--- src/rtl/core/acsd_pkg.sv ---
// shared types, constants and helper functions for the alarm clock block
package acsd_pkg;

  localparam int NumDigits = 8;

  localparam logic [1:0] CMD_TICK   = 2'd0;
  localparam logic [1:0] CMD_KEY    = 2'd1;
  localparam logic [1:0] CMD_SAMPLE = 2'd2;

  localparam logic [1:0] KEY_DEC   = 2'd0;
  localparam logic [1:0] KEY_INC   = 2'd1;
  localparam logic [1:0] KEY_ALARM = 2'd2;
  localparam logic [1:0] KEY_CLOCK = 2'd3;

  localparam logic [2:0] MODE_RUN       = 3'd0;
  localparam logic [2:0] MODE_SET_CLK_H = 3'd1;
  localparam logic [2:0] MODE_SET_CLK_M = 3'd2;
  localparam logic [2:0] MODE_SET_CLK_S = 3'd3;
  localparam logic [2:0] MODE_ALARM     = 3'd4;
  localparam logic [2:0] MODE_SET_ALM_H = 3'd5;
  localparam logic [2:0] MODE_SET_ALM_M = 3'd6;
  localparam logic [2:0] MODE_SET_ALM_S = 3'd7;

  localparam logic [1:0] WF_SECONDS = 2'd0;
  localparam logic [1:0] WF_MINUTES = 2'd1;
  localparam logic [1:0] WF_HOURS   = 2'd2;

  localparam logic [1:0] REG_BLINK_HALF = 2'd0;
  localparam logic [1:0] REG_FLASH_HALF = 2'd1;
  localparam logic [1:0] REG_DURATION   = 2'd2;

  localparam logic [15:0] BlinkHalfReset = 16'd1000;
  localparam logic [15:0] FlashHalfReset = 16'd200;
  localparam logic [15:0] DurationReset  = 16'd5000;

  localparam logic [5:0] MaxHours = 6'd23;
  localparam logic [5:0] MaxMinSec = 6'd59;

  localparam logic [7:0] SEG_DASH  = 8'hBF;
  localparam logic [7:0] SEG_BLANK = 8'hFF;

  typedef struct packed {
    logic [1:0] command;
    logic [1:0] key;
    logic [5:0] sample_hours_bcd;
    logic [6:0] sample_minutes_bcd;
    logic [6:0] sample_seconds_bcd;
  } item_t;

  typedef struct packed {
    logic [2:0] digit_select;
    logic [7:0] segments;
    logic       alarm_led;
    logic       write_valid;
    logic [1:0] write_field;
    logic [6:0] write_bcd;
    logic [2:0] current_mode;
  } result_t;

  function automatic logic [7:0] seg_of(input logic [3:0] digit);
    logic [7:0] seg;
    unique case (digit)
      4'd0:    seg = 8'hC0;
      4'd1:    seg = 8'hF9;
      4'd2:    seg = 8'hA4;
      4'd3:    seg = 8'hB0;
      4'd4:    seg = 8'h99;
      4'd5:    seg = 8'h92;
      4'd6:    seg = 8'h82;
      4'd7:    seg = 8'hF8;
      4'd8:    seg = 8'h80;
      4'd9:    seg = 8'h90;
      default: seg = SEG_BLANK;
    endcase
    return seg;
  endfunction

  // tens digit of a value below 60
  function automatic logic [3:0] tens_of(input logic [5:0] v);
    logic [3:0] t;
    priority if (v >= 6'd50) t = 4'd5;
    else if (v >= 6'd40) t = 4'd4;
    else if (v >= 6'd30) t = 4'd3;
    else if (v >= 6'd20) t = 4'd2;
    else if (v >= 6'd10) t = 4'd1;
    else t = 4'd0;
    return t;
  endfunction

  function automatic logic [3:0] ones_of(input logic [5:0] v);
    logic [3:0] t;
    logic [5:0] tens10;
    t = tens_of(v);
    tens10 = {t[2:0], 3'b000} - 6'd0 + {1'b0, t, 1'b0};
    return 4'(v - tens10);
  endfunction

  function automatic logic [5:0] step_value(input logic [5:0] v, input logic [5:0] maxv,
                                            input logic up);
    logic [5:0] r;
    if (up) begin
      r = (v >= maxv) ? 6'd0 : v + 6'd1;
    end else begin
      r = (v == 6'd0) ? maxv : v - 6'd1;
    end
    return r;
  endfunction

  function automatic logic [5:0] bcd_decode(input logic [2:0] hi, input logic [3:0] lo,
                                            input logic [5:0] maxv);
    logic [6:0] d;
    d = {hi, 3'b000} + {2'b00, hi, 1'b0} + {3'b000, lo};
    return (d > {1'b0, maxv}) ? maxv : d[5:0];
  endfunction

endpackage

--- src/rtl/core/alarm_clock_set_and_display_top.sv ---
// top level of the alarm clock set and display block
// One transaction per clock cycle is taken while the output is not stalled; an accepted
// transaction passes the input register, then the combinational update of the clock, alarm,
// mode and scan state, whose result is registered in the result register. The input side stalls
// only while a result is held by a stalled output and another transaction waits in the
// input register.
module alarm_clock_set_and_display_top (
  input  logic        clk_i,
  input  logic        rst_ni,
  input  logic        cfg_we_i,
  input  logic [1:0]  cfg_index_i,
  input  logic [15:0] cfg_wdata_i,
  input  logic        in_valid_i,
  output logic        in_stall_o,
  input  logic [1:0]  command_i,
  input  logic [1:0]  key_i,
  input  logic [5:0]  sample_hours_bcd_i,
  input  logic [6:0]  sample_minutes_bcd_i,
  input  logic [6:0]  sample_seconds_bcd_i,
  output logic        out_valid_o,
  input  logic        out_stall_i,
  output logic [2:0]  digit_select_o,
  output logic [7:0]  segments_o,
  output logic        alarm_led_o,
  output logic        write_valid_o,
  output logic [1:0]  write_field_o,
  output logic [6:0]  write_bcd_o,
  output logic [2:0]  current_mode_o
);

  acsd_pkg::item_t   item_in, item_q;
  acsd_pkg::result_t result_d, result_q;
  logic              item_valid;
  logic              advance;

  assign item_in.command            = command_i;
  assign item_in.key                = key_i;
  assign item_in.sample_hours_bcd   = sample_hours_bcd_i;
  assign item_in.sample_minutes_bcd = sample_minutes_bcd_i;
  assign item_in.sample_seconds_bcd = sample_seconds_bcd_i;

  acsd_in_stage u_in_stage (
    .clk_i      (clk_i),
    .rst_ni     (rst_ni),
    .in_valid_i (in_valid_i),
    .in_stall_o (in_stall_o),
    .item_i     (item_in),
    .advance_i  (advance),
    .valid_o    (item_valid),
    .item_o     (item_q)
  );

  acsd_core u_core (
    .clk_i       (clk_i),
    .rst_ni      (rst_ni),
    .cfg_we_i    (cfg_we_i),
    .cfg_index_i (cfg_index_i),
    .cfg_wdata_i (cfg_wdata_i),
    .advance_i   (advance),
    .item_i      (item_q),
    .result_o    (result_d)
  );

  acsd_out_stage u_out_stage (
    .clk_i       (clk_i),
    .rst_ni      (rst_ni),
    .in_valid_i  (item_valid),
    .advance_o   (advance),
    .result_i    (result_d),
    .out_valid_o (out_valid_o),
    .out_stall_i (out_stall_i),
    .result_o    (result_q)
  );

  assign digit_select_o = result_q.digit_select;
  assign segments_o     = result_q.segments;
  assign alarm_led_o    = result_q.alarm_led;
  assign write_valid_o  = result_q.write_valid;
  assign write_field_o  = result_q.write_field;
  assign write_bcd_o    = result_q.write_bcd;
  assign current_mode_o = result_q.current_mode;

endmodule

--- src/rtl/core/acsd_in_stage.sv ---
// input register holding one accepted transaction
module acsd_in_stage (
  input  logic                clk_i,
  input  logic                rst_ni,
  input  logic                in_valid_i,
  output logic                in_stall_o,
  input  acsd_pkg::item_t     item_i,
  input  logic                advance_i,
  output logic                valid_o,
  output acsd_pkg::item_t     item_o
);

  logic            valid_q, valid_d;
  acsd_pkg::item_t item_q;
  logic            load;

  assign in_stall_o = valid_q & ~advance_i;
  assign load       = in_valid_i & ~in_stall_o;
  assign valid_d    = load | (valid_q & ~advance_i);

  always_ff @(posedge clk_i or negedge rst_ni) begin
    if (!rst_ni) begin
      valid_q <= 1'b0;
    end else begin
      valid_q <= valid_d;
    end
  end

  always_ff @(posedge clk_i) begin
    if (load) begin
      item_q <= item_i;
    end
  end

  assign valid_o = valid_q;
  assign item_o  = item_q;

endmodule

--- src/rtl/core/acsd_core.sv ---
// clock, alarm, mode and display state with the per-transaction update
module acsd_core (
  input  logic                clk_i,
  input  logic                rst_ni,
  input  logic                cfg_we_i,
  input  logic [1:0]          cfg_index_i,
  input  logic [15:0]         cfg_wdata_i,
  input  logic                advance_i,
  input  acsd_pkg::item_t     item_i,
  output acsd_pkg::result_t   result_o
);

  logic [15:0] blink_half_q, flash_half_q, duration_q;
  logic [2:0]  mode_q, mode_d;
  logic [4:0]  clk_h_q, clk_h_d;
  logic [5:0]  clk_m_q, clk_m_d, clk_s_q, clk_s_d;
  logic [4:0]  alm_h_q, alm_h_d;
  logic [5:0]  alm_m_q, alm_m_d, alm_s_q, alm_s_d;
  logic        blink_phase_q, blink_phase_d;
  logic [15:0] blink_count_q, blink_count_d;
  logic [2:0]  scan_q, scan_d;
  logic        alarm_active_q, alarm_active_d;
  logic [16:0] flash_count_q, flash_count_d;
  logic [15:0] duration_count_q, duration_count_d;
  logic        match_before_q, match_before_d;

  logic        wvalid;
  logic [1:0]  wfield;
  logic [5:0]  wval;
  logic [3:0]  wtens;
  logic        up;
  logic        match;
  logic [15:0] blink_inc;
  logic [16:0] flash_inc;
  logic [15:0] dur_inc;
  logic [3:0]  scan_inc;

  logic [5:0]  disp_h, disp_m, disp_s, disp_val;
  logic [1:0]  which;
  logic        is_tens, fixed;
  logic [7:0]  fixed_seg, segs;

  always_comb begin
    mode_d           = mode_q;
    clk_h_d          = clk_h_q;
    clk_m_d          = clk_m_q;
    clk_s_d          = clk_s_q;
    alm_h_d          = alm_h_q;
    alm_m_d          = alm_m_q;
    alm_s_d          = alm_s_q;
    blink_phase_d    = blink_phase_q;
    blink_count_d    = blink_count_q;
    scan_d           = scan_q;
    alarm_active_d   = alarm_active_q;
    flash_count_d    = flash_count_q;
    duration_count_d = duration_count_q;
    match_before_d   = match_before_q;
    wvalid           = 1'b0;
    wfield           = acsd_pkg::WF_SECONDS;
    wval             = 6'd0;
    up               = (item_i.key == acsd_pkg::KEY_INC);
    match            = (clk_h_q == alm_h_q) && (clk_m_q == alm_m_q) && (clk_s_q == alm_s_q);
    blink_inc        = blink_count_q + 16'd1;
    flash_inc        = flash_count_q + 17'd1;
    dur_inc          = duration_count_q + 16'd1;
    scan_inc         = {1'b0, scan_q} + 4'd1;

    unique case (item_i.command)
      acsd_pkg::CMD_TICK: begin
        if (blink_inc >= blink_half_q) begin
          blink_phase_d = ~blink_phase_q;
          blink_count_d = 16'd0;
        end else begin
          blink_count_d = blink_inc;
        end
        if (alarm_active_q) begin
          flash_count_d    = (flash_inc >= {flash_half_q, 1'b0}) ? 17'd0 : flash_inc;
          duration_count_d = dur_inc;
          if (dur_inc >= duration_q) begin
            alarm_active_d   = 1'b0;
            flash_count_d    = 17'd0;
            duration_count_d = 16'd0;
          end
        end
        if (match && !match_before_q) begin
          alarm_active_d   = 1'b1;
          flash_count_d    = 17'd0;
          duration_count_d = 16'd0;
        end
        match_before_d = match;
        scan_d = (scan_inc >= 4'(acsd_pkg::NumDigits)) ? 3'd0 : scan_inc[2:0];
      end
      acsd_pkg::CMD_KEY: begin
        alarm_active_d   = 1'b0;
        flash_count_d    = 17'd0;
        duration_count_d = 16'd0;
        unique case (item_i.key)
          acsd_pkg::KEY_CLOCK: begin
            mode_d = (mode_q < acsd_pkg::MODE_SET_CLK_S) ? mode_q + 3'd1 : acsd_pkg::MODE_RUN;
          end
          acsd_pkg::KEY_ALARM: begin
            mode_d = (mode_q < acsd_pkg::MODE_ALARM || mode_q == acsd_pkg::MODE_SET_ALM_S) ?
                     acsd_pkg::MODE_ALARM : mode_q + 3'd1;
          end
          default: begin
            unique case (mode_q)
              acsd_pkg::MODE_SET_CLK_H: begin
                wval    = acsd_pkg::step_value({1'b0, clk_h_q}, acsd_pkg::MaxHours, up);
                clk_h_d = wval[4:0];
                wvalid  = 1'b1;
                wfield  = acsd_pkg::WF_HOURS;
              end
              acsd_pkg::MODE_SET_CLK_M: begin
                wval    = acsd_pkg::step_value(clk_m_q, acsd_pkg::MaxMinSec, up);
                clk_m_d = wval;
                wvalid  = 1'b1;
                wfield  = acsd_pkg::WF_MINUTES;
              end
              acsd_pkg::MODE_SET_CLK_S: begin
                wval    = acsd_pkg::step_value(clk_s_q, acsd_pkg::MaxMinSec, up);
                clk_s_d = wval;
                wvalid  = 1'b1;
                wfield  = acsd_pkg::WF_SECONDS;
              end
              acsd_pkg::MODE_SET_ALM_H: begin
                alm_h_d = 5'(acsd_pkg::step_value({1'b0, alm_h_q}, acsd_pkg::MaxHours, up));
              end
              acsd_pkg::MODE_SET_ALM_M: begin
                alm_m_d = acsd_pkg::step_value(alm_m_q, acsd_pkg::MaxMinSec, up);
              end
              acsd_pkg::MODE_SET_ALM_S: begin
                alm_s_d = acsd_pkg::step_value(alm_s_q, acsd_pkg::MaxMinSec, up);
              end
              default: begin
              end
            endcase
          end
        endcase
      end
      acsd_pkg::CMD_SAMPLE: begin
        if (mode_q < acsd_pkg::MODE_SET_CLK_H || mode_q > acsd_pkg::MODE_SET_CLK_S) begin
          clk_h_d = 5'(acsd_pkg::bcd_decode({1'b0, item_i.sample_hours_bcd[5:4]},
                                            item_i.sample_hours_bcd[3:0], acsd_pkg::MaxHours));
          clk_m_d = acsd_pkg::bcd_decode(item_i.sample_minutes_bcd[6:4],
                                         item_i.sample_minutes_bcd[3:0], acsd_pkg::MaxMinSec);
          clk_s_d = acsd_pkg::bcd_decode(item_i.sample_seconds_bcd[6:4],
                                         item_i.sample_seconds_bcd[3:0], acsd_pkg::MaxMinSec);
        end
      end
      default: begin
      end
    endcase
  end

  // display digit from the updated state at the current scan position
  always_comb begin
    disp_h    = (mode_d >= acsd_pkg::MODE_ALARM) ? {1'b0, alm_h_d} : {1'b0, clk_h_d};
    disp_m    = (mode_d >= acsd_pkg::MODE_ALARM) ? alm_m_d : clk_m_d;
    disp_s    = (mode_d >= acsd_pkg::MODE_ALARM) ? alm_s_d : clk_s_d;
    which     = 2'd0;
    is_tens   = 1'b0;
    fixed     = 1'b0;
    fixed_seg = acsd_pkg::SEG_BLANK;
    if (acsd_pkg::NumDigits >= 8) begin
      unique case (scan_q)
        3'd0:    begin which = 2'd0; is_tens = 1'b1; end
        3'd1:    begin which = 2'd0; is_tens = 1'b0; end
        3'd3:    begin which = 2'd1; is_tens = 1'b1; end
        3'd4:    begin which = 2'd1; is_tens = 1'b0; end
        3'd6:    begin which = 2'd2; is_tens = 1'b1; end
        3'd7:    begin which = 2'd2; is_tens = 1'b0; end
        default: begin fixed = 1'b1; fixed_seg = acsd_pkg::SEG_DASH; end
      endcase
    end else begin
      unique case (scan_q)
        3'd0:    begin which = 2'd0; is_tens = 1'b1; end
        3'd1:    begin which = 2'd0; is_tens = 1'b0; end
        3'd2:    begin which = 2'd1; is_tens = 1'b1; end
        3'd3:    begin which = 2'd1; is_tens = 1'b0; end
        3'd4:    begin which = 2'd2; is_tens = 1'b1; end
        3'd5:    begin which = 2'd2; is_tens = 1'b0; end
        default: begin fixed = 1'b1; fixed_seg = acsd_pkg::SEG_BLANK; end
      endcase
    end
    unique case (which)
      2'd0:    disp_val = disp_h;
      2'd1:    disp_val = disp_m;
      default: disp_val = disp_s;
    endcase
    if (fixed) begin
      segs = fixed_seg;
    end else if (blink_phase_d && (mode_d[1:0] == which + 2'd1)) begin
      segs = acsd_pkg::SEG_BLANK;
    end else if (is_tens) begin
      segs = acsd_pkg::seg_of(acsd_pkg::tens_of(disp_val));
    end else begin
      segs = acsd_pkg::seg_of(acsd_pkg::ones_of(disp_val));
    end
  end

  always_comb begin
    wtens                 = acsd_pkg::tens_of(wval);
    result_o.digit_select = scan_q;
    result_o.segments     = segs;
    result_o.alarm_led    = alarm_active_d && (flash_count_d < {1'b0, flash_half_q});
    result_o.write_valid  = wvalid;
    result_o.write_field  = wfield;
    result_o.write_bcd    = wvalid ? {wtens[2:0], acsd_pkg::ones_of(wval)} : 7'd0;
    result_o.current_mode = mode_d;
  end

  always_ff @(posedge clk_i or negedge rst_ni) begin
    if (!rst_ni) begin
      blink_half_q     <= acsd_pkg::BlinkHalfReset;
      flash_half_q     <= acsd_pkg::FlashHalfReset;
      duration_q       <= acsd_pkg::DurationReset;
      mode_q           <= acsd_pkg::MODE_RUN;
      clk_h_q          <= 5'd23;
      clk_m_q          <= 6'd59;
      clk_s_q          <= 6'd50;
      alm_h_q          <= 5'd0;
      alm_m_q          <= 6'd0;
      alm_s_q          <= 6'd0;
      blink_phase_q    <= 1'b0;
      blink_count_q    <= 16'd0;
      scan_q           <= 3'd0;
      alarm_active_q   <= 1'b0;
      flash_count_q    <= 17'd0;
      duration_count_q <= 16'd0;
      match_before_q   <= 1'b0;
    end else begin
      if (cfg_we_i) begin
        unique case (cfg_index_i)
          acsd_pkg::REG_BLINK_HALF: blink_half_q <= cfg_wdata_i;
          acsd_pkg::REG_FLASH_HALF: flash_half_q <= cfg_wdata_i;
          acsd_pkg::REG_DURATION:   duration_q   <= cfg_wdata_i;
          default: begin
          end
        endcase
      end
      if (advance_i) begin
        mode_q           <= mode_d;
        clk_h_q          <= clk_h_d;
        clk_m_q          <= clk_m_d;
        clk_s_q          <= clk_s_d;
        alm_h_q          <= alm_h_d;
        alm_m_q          <= alm_m_d;
        alm_s_q          <= alm_s_d;
        blink_phase_q    <= blink_phase_d;
        blink_count_q    <= blink_count_d;
        scan_q           <= scan_d;
        alarm_active_q   <= alarm_active_d;
        flash_count_q    <= flash_count_d;
        duration_count_q <= duration_count_d;
        match_before_q   <= match_before_d;
      end
    end
  end

endmodule

--- src/rtl/core/acsd_out_stage.sv ---
// result register towards the output channel
module acsd_out_stage (
  input  logic                clk_i,
  input  logic                rst_ni,
  input  logic                in_valid_i,
  output logic                advance_o,
  input  acsd_pkg::result_t   result_i,
  output logic                out_valid_o,
  input  logic                out_stall_i,
  output acsd_pkg::result_t   result_o
);

  logic              valid_q;
  acsd_pkg::result_t result_q;

  assign advance_o = in_valid_i & (~valid_q | ~out_stall_i);

  always_ff @(posedge clk_i or negedge rst_ni) begin
    if (!rst_ni) begin
      valid_q <= 1'b0;
    end else begin
      valid_q <= advance_o | (valid_q & out_stall_i);
    end
  end

  always_ff @(posedge clk_i) begin
    if (advance_o) begin
      result_q <= result_i;
    end
  end

  assign out_valid_o = valid_q;
  assign result_o    = result_q;

endmodule

--- config.mk ---
export PLATFORM = sky130hd
export DESIGN_NAME = alarm_clock_set_and_display_top
export DESIGN_NICKNAME = d
export VERILOG_FILES = /design/src/rtl/core/acsd_pkg.sv /design/src/rtl/core/alarm_clock_set_and_display_top.sv /design/src/rtl/core/acsd_in_stage.sv /design/src/rtl/core/acsd_core.sv /design/src/rtl/core/acsd_out_stage.sv
export SDC_FILE = /design/constraint.sdc
export NUM_CORES = 1
export LEC_CHECK = 0
export BUFFER_PORTS_ARGS = -buffer_cell sky130_fd_sc_hd__buf_2
export CAP_MARGIN = 0
export CORE_MARGIN = 2
export CORE_UTILIZATION = 44
export CTS_BUF_LIST = sky130_fd_sc_hd__clkbuf_4
export CTS_CLUSTER_SIZE = 40
export DETAILED_ROUTE_END_ITERATION = 10
export GPL_ROUTABILITY_DRIVEN = 0
export MAX_ROUTING_LAYER = met4
export PLACE_DENSITY = 0.61
export SKIP_CTS_REPAIR_TIMING = 1
export SLEW_MARGIN = 20
export SYNTH_ARGS = -nofsm -noshare
export SYNTH_HDL_FRONTEND = slang
export SYNTH_HIERARCHICAL = 1
export SYNTH_SLANG_ARGS = --single-unit
--- constraint.sdc ---
create_clock -name clk_i -period 8.75 [get_ports clk_i]
set_input_delay 1.3125 -clock clk_i [delete_from_list [all_inputs] [get_ports clk_i]]
set_output_delay 1.3125 -clock clk_i [all_outputs]
set_load 0.1 [all_outputs]
# Word-level counts from Yosys, hierarchy flattened
# Memory sizes are Yosys's and may differ from the RTL's.
# Cells that the tools add are included.
op_classes:
  add_sub_neg: 28
  n_lt_le_gt_ge: 29
  n_eq_ne: 24
  mux: 94
  n_bitwise: 14
  reduce_logical: 32
op_table:
  columns: ["op", "count"]
  rows:
  - ["$mux W6", 33]
  - ["$mux W17", 4]
  - ["$mux W16", 4]
  - ["$mux W5", 11]
  - ["$ge A6 B6 Y1 const B", 8]
  - ["$pmux W6 S2", 3]
  - ["$pmux W17 S2", 1]
  - ["$add A16 B1 Y16 const B", 2]
  - ["$ge A16 B16 Y1", 2]
  - ["$pmux W16 S2", 1]
  - ["$mux W3", 10]
  - ["$mux W4", 7]
  - ["$add A6 B1 Y6 const B", 4]
  - ["$ge A6 B5 Y1 const B", 4]
  - ["$logic_not A6 Y1", 4]
  - ["$sub A6 B1 Y6 const B", 4]
  - ["$add A6 B4 Y7", 3]
  - ["$eq A3 B3 Y1 const B", 6]
  - ["$pmux W6 S3", 1]
  - ["$add A17 B1 Y17 const B", 1]
  - ["$ge A17 B17 Y1", 1]
  - ["$lt A17 B16 Y1", 1]
  - ["$add A7 B4 Y7", 2]
  - ["$gt A7 B6 Y1 const B", 2]
  - ["50 further kinds", 102]
word_totals:
  reg_bits: 191
  rom_bits: 224
  word_cells: 255
  memories: 2
memory_table:
  columns: ["name", "depth", "word_bits", "rd", "rd_clocked_by_memory_dff", "wr", "line", "source"]
  rows:
  - ["(name not given)", 16, 7, 1, 0, 0, "acsd_pkg.sv:62", "unique case (digit)"]
  - ["(name not given)", 16, 7, 1, 0, 0, "acsd_pkg.sv:62", null]

# Logic depth before layout (Yosys ltp)
# Gate-level depths: netlist of the first run.
# An unclocked memory read counts as a cell.
depth:
  depth_word: 22
  depth_mapped: 31
  mapped_depth_nobuf: 29

# Modules after synthesis
# Netlist of the first run, hierarchy kept.
by_module_without_submodules:
  columns: ["mod", "instances", "cells_each", "area_each_um2", "seq_area_each_um2"]
  rows:
  - ["acsd_core", 1, 1651, 13496.7, 3535.9]
  - ["acsd_out_stage", 1, 28, 794.5, 775.7]
  - ["acsd_in_stage", 1, 29, 778.2, 745.7]

# Least setup slack after synthesis of the first run
# OpenSTA, ideal clock, no wires.
synth_timing:
  path_kind: "flip-flop to flip-flop"
  start: "register u_core.duration_count_q[0]"
  end: "register, netlist name u_out_stage/result_o[13]"
  setup_ns: 0.131
  t_arrival_ns: 5.563
  t_required_ns: 8.619
  setup_slack_ns: 3.056
  stages_incl_launch_ff: 31
  cell_sequence: "dfrtp_1 ha_1 nand3_1 nor2_1 and3_1 clkbuf_1 nand3_1 xnor2_1 ha_1 a21o_1 a21oi_1 nor2_1 a211oi_1 o211ai_1 nor3_1 clkbuf_1 a21oi_1 a31oi_1 ha_1 a21o_1 a21o_1 a21o_1 a21o_1 a21o_1 a21o_1 a21o_1 a21oi_1 o31a_1 o21ai_0 nand4_1 o31a_1"
synth_rtl:
  columns: ["element", "line", "source"]
  rows:
  - ["start: declaration", "acsd_core.sv:24", "logic [15:0] duration_count_q, duration_count_d;"]
  - ["start signal: assignment", "acsd_core.sv:254", "duration_count_q <= duration_count_d;"]

==> summary.txt, run 1 <==
Run status
  • Status: finished, final reports clean

Power
  • Final Total Pwr: 4.709 mW
  • Max VDD drop: 0.2921 mV
  • Pint: 2.316 mW
  • Comb power frac: about three fifths
  • Reg power frac: 30.8%
  • Leakage power: a little over 7 nW
  • Pwr Density: 295.6 nW/um^2
  • Clock power frac: 10.5%
  • NetSw: 2.393 mW
  • Sw Share: 50.81%

STA
  • Final setup vio count: 0
  • Setup TNS Final: 0 ns
  • Final min period: 6.318 ns
  • RSZ-0062 raised after global routing: false
  • Clk_skew: 0.04159 ns
  • Setup WS post-layout: 2.432 ns
  • Achievable Freq: 0.1583 GHz
  • Final hold vios: 0
  • Final Max Tran Viols: 0
  • Slew @ Worst Pin: 1.191 ns
  • Slew Limit Headroom: 18.54%
  • Fin crit share: 72.20%

Yosys
  • Top-count cell post-synth: nand2_1
  • Asr flop ratio synth: around 74%
  • Post-Syn Nets: 1884
  • Synth Register Bits: 191
  • Largest family of logic cells by synthesized area: compound AO/OA/AOI/OAI gates
  • Distinct cell type count of the synthesized netlist: 113
  • Post-Synth Simple-Gate Area: 19.01%
  • Post-Synth Adder-Cell Area: between 10 and 15%
  • Main area contributors after synthesis: dfrtp_1, ha_1, edfxtp_1
  • Part of the Yosys area used for sequential elements: about a third
  • Cell taking the most area after synthesis: dfrtp_1
  • Synth top cells by count: nand2_1, ha_1, o21ai_0, dfrtp_1, inv_1
  • Cell area after synthesis: 15070 sq um
  • Most used flip-flop cell after synthesis: dfrtp_1
  • Post-synth top area share: 19.26%
  • Cell count after synthesis: ~1700
  • Synth Area in Compound Gates: ~22%
  • Mux cell area share after synthesis: 3.379%
  • Post-Synth XOR/XNOR Area: 4.708%
  • Syn Area/Cell: 8.823 sq um
  • EDFF count, synth: 49
  • Syn. warnings: 6

Setup path
  • Crit path DAT: 6.85 ns
  • Worst r2r dst: u_out_stage/result_o[13]$_DFFE_PP_
  • Critical-path top delay cell: dfrtp_1
  • Critical path fanouts, max: 24
  • Worst path max stage delay: ~0.49 ns
  • FF-to-FF path depth: 29
  • Worst setup path startpoint: u_core/duration_count_q[0]$_DFFE_PN0P_
  • Worst Path Required: slightly above 9 ns
  • Startpoint types: register
  • CP Class: reg -> reg
  • R2r startpoint: u_core/duration_count_q[0]$_DFFE_PN0P_
  • Critical path endpoint category: register
  • Top cell by count, worst path: a21o_1
  • Reg2Reg Setup Slack: 2.43 ns

Layout
  • Layout fillers: 3238
  • Final std cells w/o fill: 2176
  • Register area: 5057 sq um
  • Final #Nets: 1889
  • Design area: 15930 sq um
  • Syn-to-layout area delta: 5.729%
  • Layout cells sized above 1: 13.50%
  • Multi-input logic area: a little over 9000 sq um

Route
  • Vias per Instance: between 5 and 6
  • Drt drc: 0
  • Total Wirelength: slightly above 40000 um
  • Antenna Nets Post-Route: 0
  • DR WL/cell: 18.66 um
  • TritonRoute pass-1 iters: 7
  • Vias: 12900
  • Iteration-0 DRC count of the detailed router: around 940

Die
  • Row Count: 67
  • Die extent in x: between 150 and 200 um
  • Die Y-Extent: ~190 um
  • Core area: 33620 sq um
  • Top Ports: 74
  • Initial Util: between 40% and 50%
  • Die Area: 35750 sq um

Global route
  • GRT overflow: 0
  • Pin count of the biggest net entering global routing: 101
  • Vias in the first global route: 12190
  • GRT Total Usage: 23.84%
  • Initial antenna violation count: 1
  • First-pass GRT wire length: 66320 um

CTS
  • Clk sinks: 191
  • Clock transition at path regs: 0.18 ns
  • Clk buf depth: 2
  • Num CTS Buffers: 17
  • CTS tree: yes
  • Worst-Skew Late Latency: 0.68 ns
  • Root buf cell: clkbuf_4
  • Max H-tree Level: 4

Run
  • Max-cap violations: 0

Place
  • Area after DPL: around 16000 sq um
  • Pre-CTS setup slack: 2.524 ns
  • Dpl hpwl: 29900 um
  • Dpl cells: 2142
  • Port buffer count: 73

Worst hold path
  • Hold crit path type: reg -> reg
  • Worst hold endpoint: u_core/blink_phase_q$_DFFE_PN0P_
  • Hold Path Cell Cnt: 1
  • Min-delay src: u_core/blink_phase_q$_DFFE_PN0P_
## worst max-delay path by stage
stage / slack [ns] / to
after floorplan: 3.06 / u_out_stage/result_o[13]$_DFFE_PP_
after global placement: 2.63 / u_out_stage/result_o[13]$_DFFE_PP_
after detailed placement: 2.52 / u_out_stage/result_o[13]$_DFFE_PP_
after CTS: 2.46 / u_out_stage/result_o[13]$_DFFE_PP_
after global routing: 1.97 / u_out_stage/result_o[13]$_DFFE_PP_
final: 2.43 / u_out_stage/result_o[13]$_DFFE_PP_
## layout by cell type (no fill, tap or decap), types with 34 or more instances in the layout
cell type	n
nand2_1	183
inv_1	109
nand3_1	74
xor2_1	34
mux2_2	37
a21o_1	41
buf_2	72
nor2_1	101
xnor2_1	42
ha_1	124
o21ai_0	119
edfxtp_1	49
a21oi_1	89
dfrtp_1	116
## power groups by stage
stage	sequential [mW]	clock [mW]	combinational, mW
2_1_floorplan	1.49	0	2.09
3_5_place_dp	1.46	0	2.73
5_1_grt	1.48	0.549	3.06
6_report	1.45	0.493	2.77
3_3_place_gp	1.45	0	2.68
4_1_cts	1.44	0.516	2.74
## layout make-up
cell class / count / share of cell area, %
multi-input combinational: 1304 / 57.35
sequential: 191 / 31.74
tap: 448 / 3.518
timing repair buffer: 87 / 2.992
inverter: 112 / 2.639
clock inverter: 14 / 0.8795
clock buffer: 18 / 0.8481
antenna: 2 / 0.03141
## worst max-delay path: cells and delay by family, from the launching register on
| kind | cells | cell delay [ns] |
|---|---|---|
| DFF | 1 | 0.49 |
| adders and majority gates | 3 | 0.83 |
| AOI/OAI and AO/OA | 16 | 3.00 |
| and+or+nand+nor | 8 | 1.35 |
| buffers and inverters | 1 | 0.29 |
| xor gates and xnor gates | 1 | 0.22 |
## per-layer routing
layer	vias up	track usage [%]	routed length [um]
met4	0	6.340	562
met1	6192	33.86	19210
li1	6224	-	-
met2	447	36.08	18400
met3	33	2.743	2440
met5	-	-	0
## flip-flops by register name, indices dropped and copies added, names as in the netlist, 3 cells and up
| signal | cells |
|---|---|
| u_in_stage/item_o | 24 |
| u_core/alm_s_q | 6 |
| u_core/clk_h_q | 5 |
| u_core/blink_count_q | 16 |
| u_core/flash_half_q | 16 |
| u_core/alm_m_q | 6 |
| u_core/flash_count_q | 17 |
| u_out_stage/result_o | 25 |
| u_core/scan_q | 3 |
| u_core/duration_count_q | 16 |
| u_core/alm_h_q | 5 |
| u_core/mode_q | 3 |
| u_core/blink_half_q | 16 |
| u_core/clk_s_q | 6 |
| u_core/duration_q | 16 |
| u_core/clk_m_q | 6 |
## kinds of logic after synthesis
logic type | count (synthesis)
xor gates and xnor gates | 78
DFF | 191
adders and majority gates | 130
buffers and inverters | 213
muxes | 45
other | 1
and+or+nand+nor | 568
AOI/OAI and AO/OA | 482
## stage by stage
| step | utilization (%) | hold slack [ns] |
|---|---|---|
| after global routing | 47.40 | 0.5365 |
| after floorplan | - | 0.4409 |
| after detailed placement | 46.56 | 0.4849 |
| after global placement | 46.55 | 0.4777 |
| after CTS | 47.38 | 0.5064 |
| final | 47.40 | 0.5008 |
No activity file was read; power rests on OpenSTA's default activity.
==> run 2, diff against run 1 <==
- PLACE_DENSITY: 0.61 -> 0.64
- clock period: 8.75 -> 5.1 ns (I/O delays scaled with it)
==> run 2 against run 1 <==
The run now ends with negative setup slack left. Clock skew hardly changed. Power up 100%. Maximum frequency up 20%. Clock power is 98% higher. First-iteration DRC count rose by 15%. Cell count grew 6.9%. Critical path depth decreased by 7. Non-clock buffer count up 150. Sequential power up 61%. Largest cell class unchanged. Highest routed layer unchanged.
==> summary.txt, run 2 (synthesis results as in run 1) <==
Run status
  • Status: complete, but fails checks
  • Failing checks: negative setup slack

CTS
  • Worst-Skew Late Latency: ~0.66 ns
  • Clock transition at path regs: around 0.2 ns
  • Clk sinks: 191
  • Clk buf depth: 2
  • Root buf cell: clkbuf_4
  • Max H-tree Level: 4
  • Num CTS Buffers: 17
  • CTS tree: yes

Route
  • Drt drc: 0
  • Iteration-0 DRC count of the detailed router: 1082
  • TritonRoute pass-1 iters: 5
  • Total Wirelength: 42160 um
  • Vias: 13600
  • Antenna Nets Post-Route: 0
  • Vias per Instance: 5.847
  • DR WL/cell: 18.13 um

Die
  • Core area: 33620 sq um
  • Initial Util: 44.83%
  • Die Y-Extent: 189.1 um
  • Die extent in x: approximately 190 um
  • Die Area: 35750 sq um
  • Row Count: 67
  • Top Ports: 74

Layout
  • Syn-to-layout area delta: 16.69%
  • Multi-input logic area: roughly 9600 sq um
  • Design area: 17580 sq um
  • Final std cells w/o fill: 2326
  • Layout fillers: 3100
  • Max FFs per register: 25
  • Layout cells sized above 1: 24.25%
  • Most frequent cells in the layout: nand2_1, buf_4, o21ai_0
  • Register area: 5061 sq um
  • Core Util, Final: 52.31%
  • Most common cell after layout, fill and taps aside: nand2_1
  • Final #Nets: 2039

Place
  • Port buffer count: 73
  • Area after DPL: 16780 sq um
  • Dpl cells: 2271
  • Dpl hpwl: 31480 um
  • Pre-CTS setup slack: -0.2383 ns

STA
  • Final setup vio count: 8
  • Fin crit share: 103.6%
  • Achievable Freq: 0.1892 GHz
  • Final hold vios: 0
  • RSZ-0062 raised after global routing: true
  • Final Max Tran Viols: 0
  • Setup WS post-layout: -0.1857 ns
  • Slew Limit Headroom: 38.85%
  • Final min period: roughly 5.3 ns
  • Slew @ Worst Pin: 0.9173 ns
  • Clk_skew: about 0.042 ns
  • Setup TNS Final: -1.318 ns

Setup path
  • Reg2Reg Setup Slack: -0.19 ns
  • Crit path DAT: about 5.7 ns
  • FF-to-FF path depth: 22
  • Worst Path Required: approximately 5.5 ns
  • Worst r2r dst: u_out_stage/result_o[17]$_DFFE_PP_
  • Worst setup path startpoint: u_in_stage/item_o[4]$_DFFE_PP_
  • CP Class: reg -> reg
  • Startpoint types: register
  • Critical path fanouts, max: 6
  • R2r startpoint: u_in_stage/item_o[4]$_DFFE_PP_
  • Critical path endpoint category: register

Global route
  • First-pass GRT wire length: 67720 um
  • GRT met1 Usage: 33.02%
  • Met3 Use GR: under 10%
  • GRT Total Usage: 24.31%
  • GRT overflow: 0
  • Met2 usage: 37.11%
  • Pin count of the biggest net entering global routing: approximately 110
  • Initial antenna violation count: 2
  • Vias in the first global route: 13020
  • Top Usage Layer GRT: met2

Power
  • Pwr Density: 543.1 nW/um^2
  • Leakage power: 7.903 nW
  • Max VDD drop: 0.5923 mV

Run
  • Max-cap violations: 0

Worst hold path
  • Hold crit path type: in -> async
==> run 2: how the worst max path moves through the flow <==
stage,slack [ns],cells past startpoint,end
5_1_grt,-0.46,28,u_out_stage/result_o[13]$_DFFE_PP_
4_1_cts,-0.28,23,u_out_stage/result_o[19]$_DFFE_PP_
3_3_place_gp,-0.12,24,u_out_stage/result_o[17]$_DFFE_PP_
3_5_place_dp,-0.24,22,u_out_stage/result_o[15]$_DFFE_PP_
2_1_floorplan,-0.03,28,u_out_stage/result_o[13]$_DFFE_PP_
6_report,-0.19,22,u_out_stage/result_o[17]$_DFFE_PP_
==> run 2: area by class of cell <==
class	instances	share of cell area [%]
antenna	2	0.02846
clock buffer	17	0.7258
clock inverter	15	1.281
inverter	112	2.391
multi-input combinational	1304	54.38
sequential	191	28.78
tap	448	3.188
timing repair buffer	237	9.222
==> run 2: metal layers <==
metal	part of all wire, %	wire [um]
met1	46	19340
met2	46	19310
met4	2.2	938
met5	0	0
met3	6.1	2576
==> run 2: where the power goes <==
group | switching (mW) | leakage [nW] | internal (mW)
registers | 0.352 | 2.22 | 1.97
logic | 3.56 | 5.51 | 2.69
clock network | 0.675 | 0.182 | 0.300
==> run 2: critical path: stages (launching register included) <==
cell      delay, ns
edfxtp_1       0.45
inv_2          0.08
fa_1           0.45
fa_1           0.50
or3b_4         0.38
a211o_1        0.25
nand4_1        0.15
nor2_2         0.07
nor4_2         0.26
buf_4          0.16
o221ai_4       0.13
nor4_2         0.29
buf_4          0.15
nor2_2         0.03
a21o_1         0.19
ha_4           0.29
nand2_4        0.07
a221oi_4       0.33
o211ai_4       0.16
xnor2_4        0.27
buf_4          0.16
o21ai_1        0.06
nand3b_1       0.17
==> run 2: through the flow <==
| stage | power (mW) | hold slack, ns |
|---|---|---|
| after global placement | 8.061 | 0.4772 |
| after global routing | 10.21 | 0.1861 |
| after floorplan | 6.390 | 0.4409 |
| after CTS | 9.229 | 0.2171 |
| final | 9.551 | 0.1425 |
| after detailed placement | 8.213 | 0.4806 |
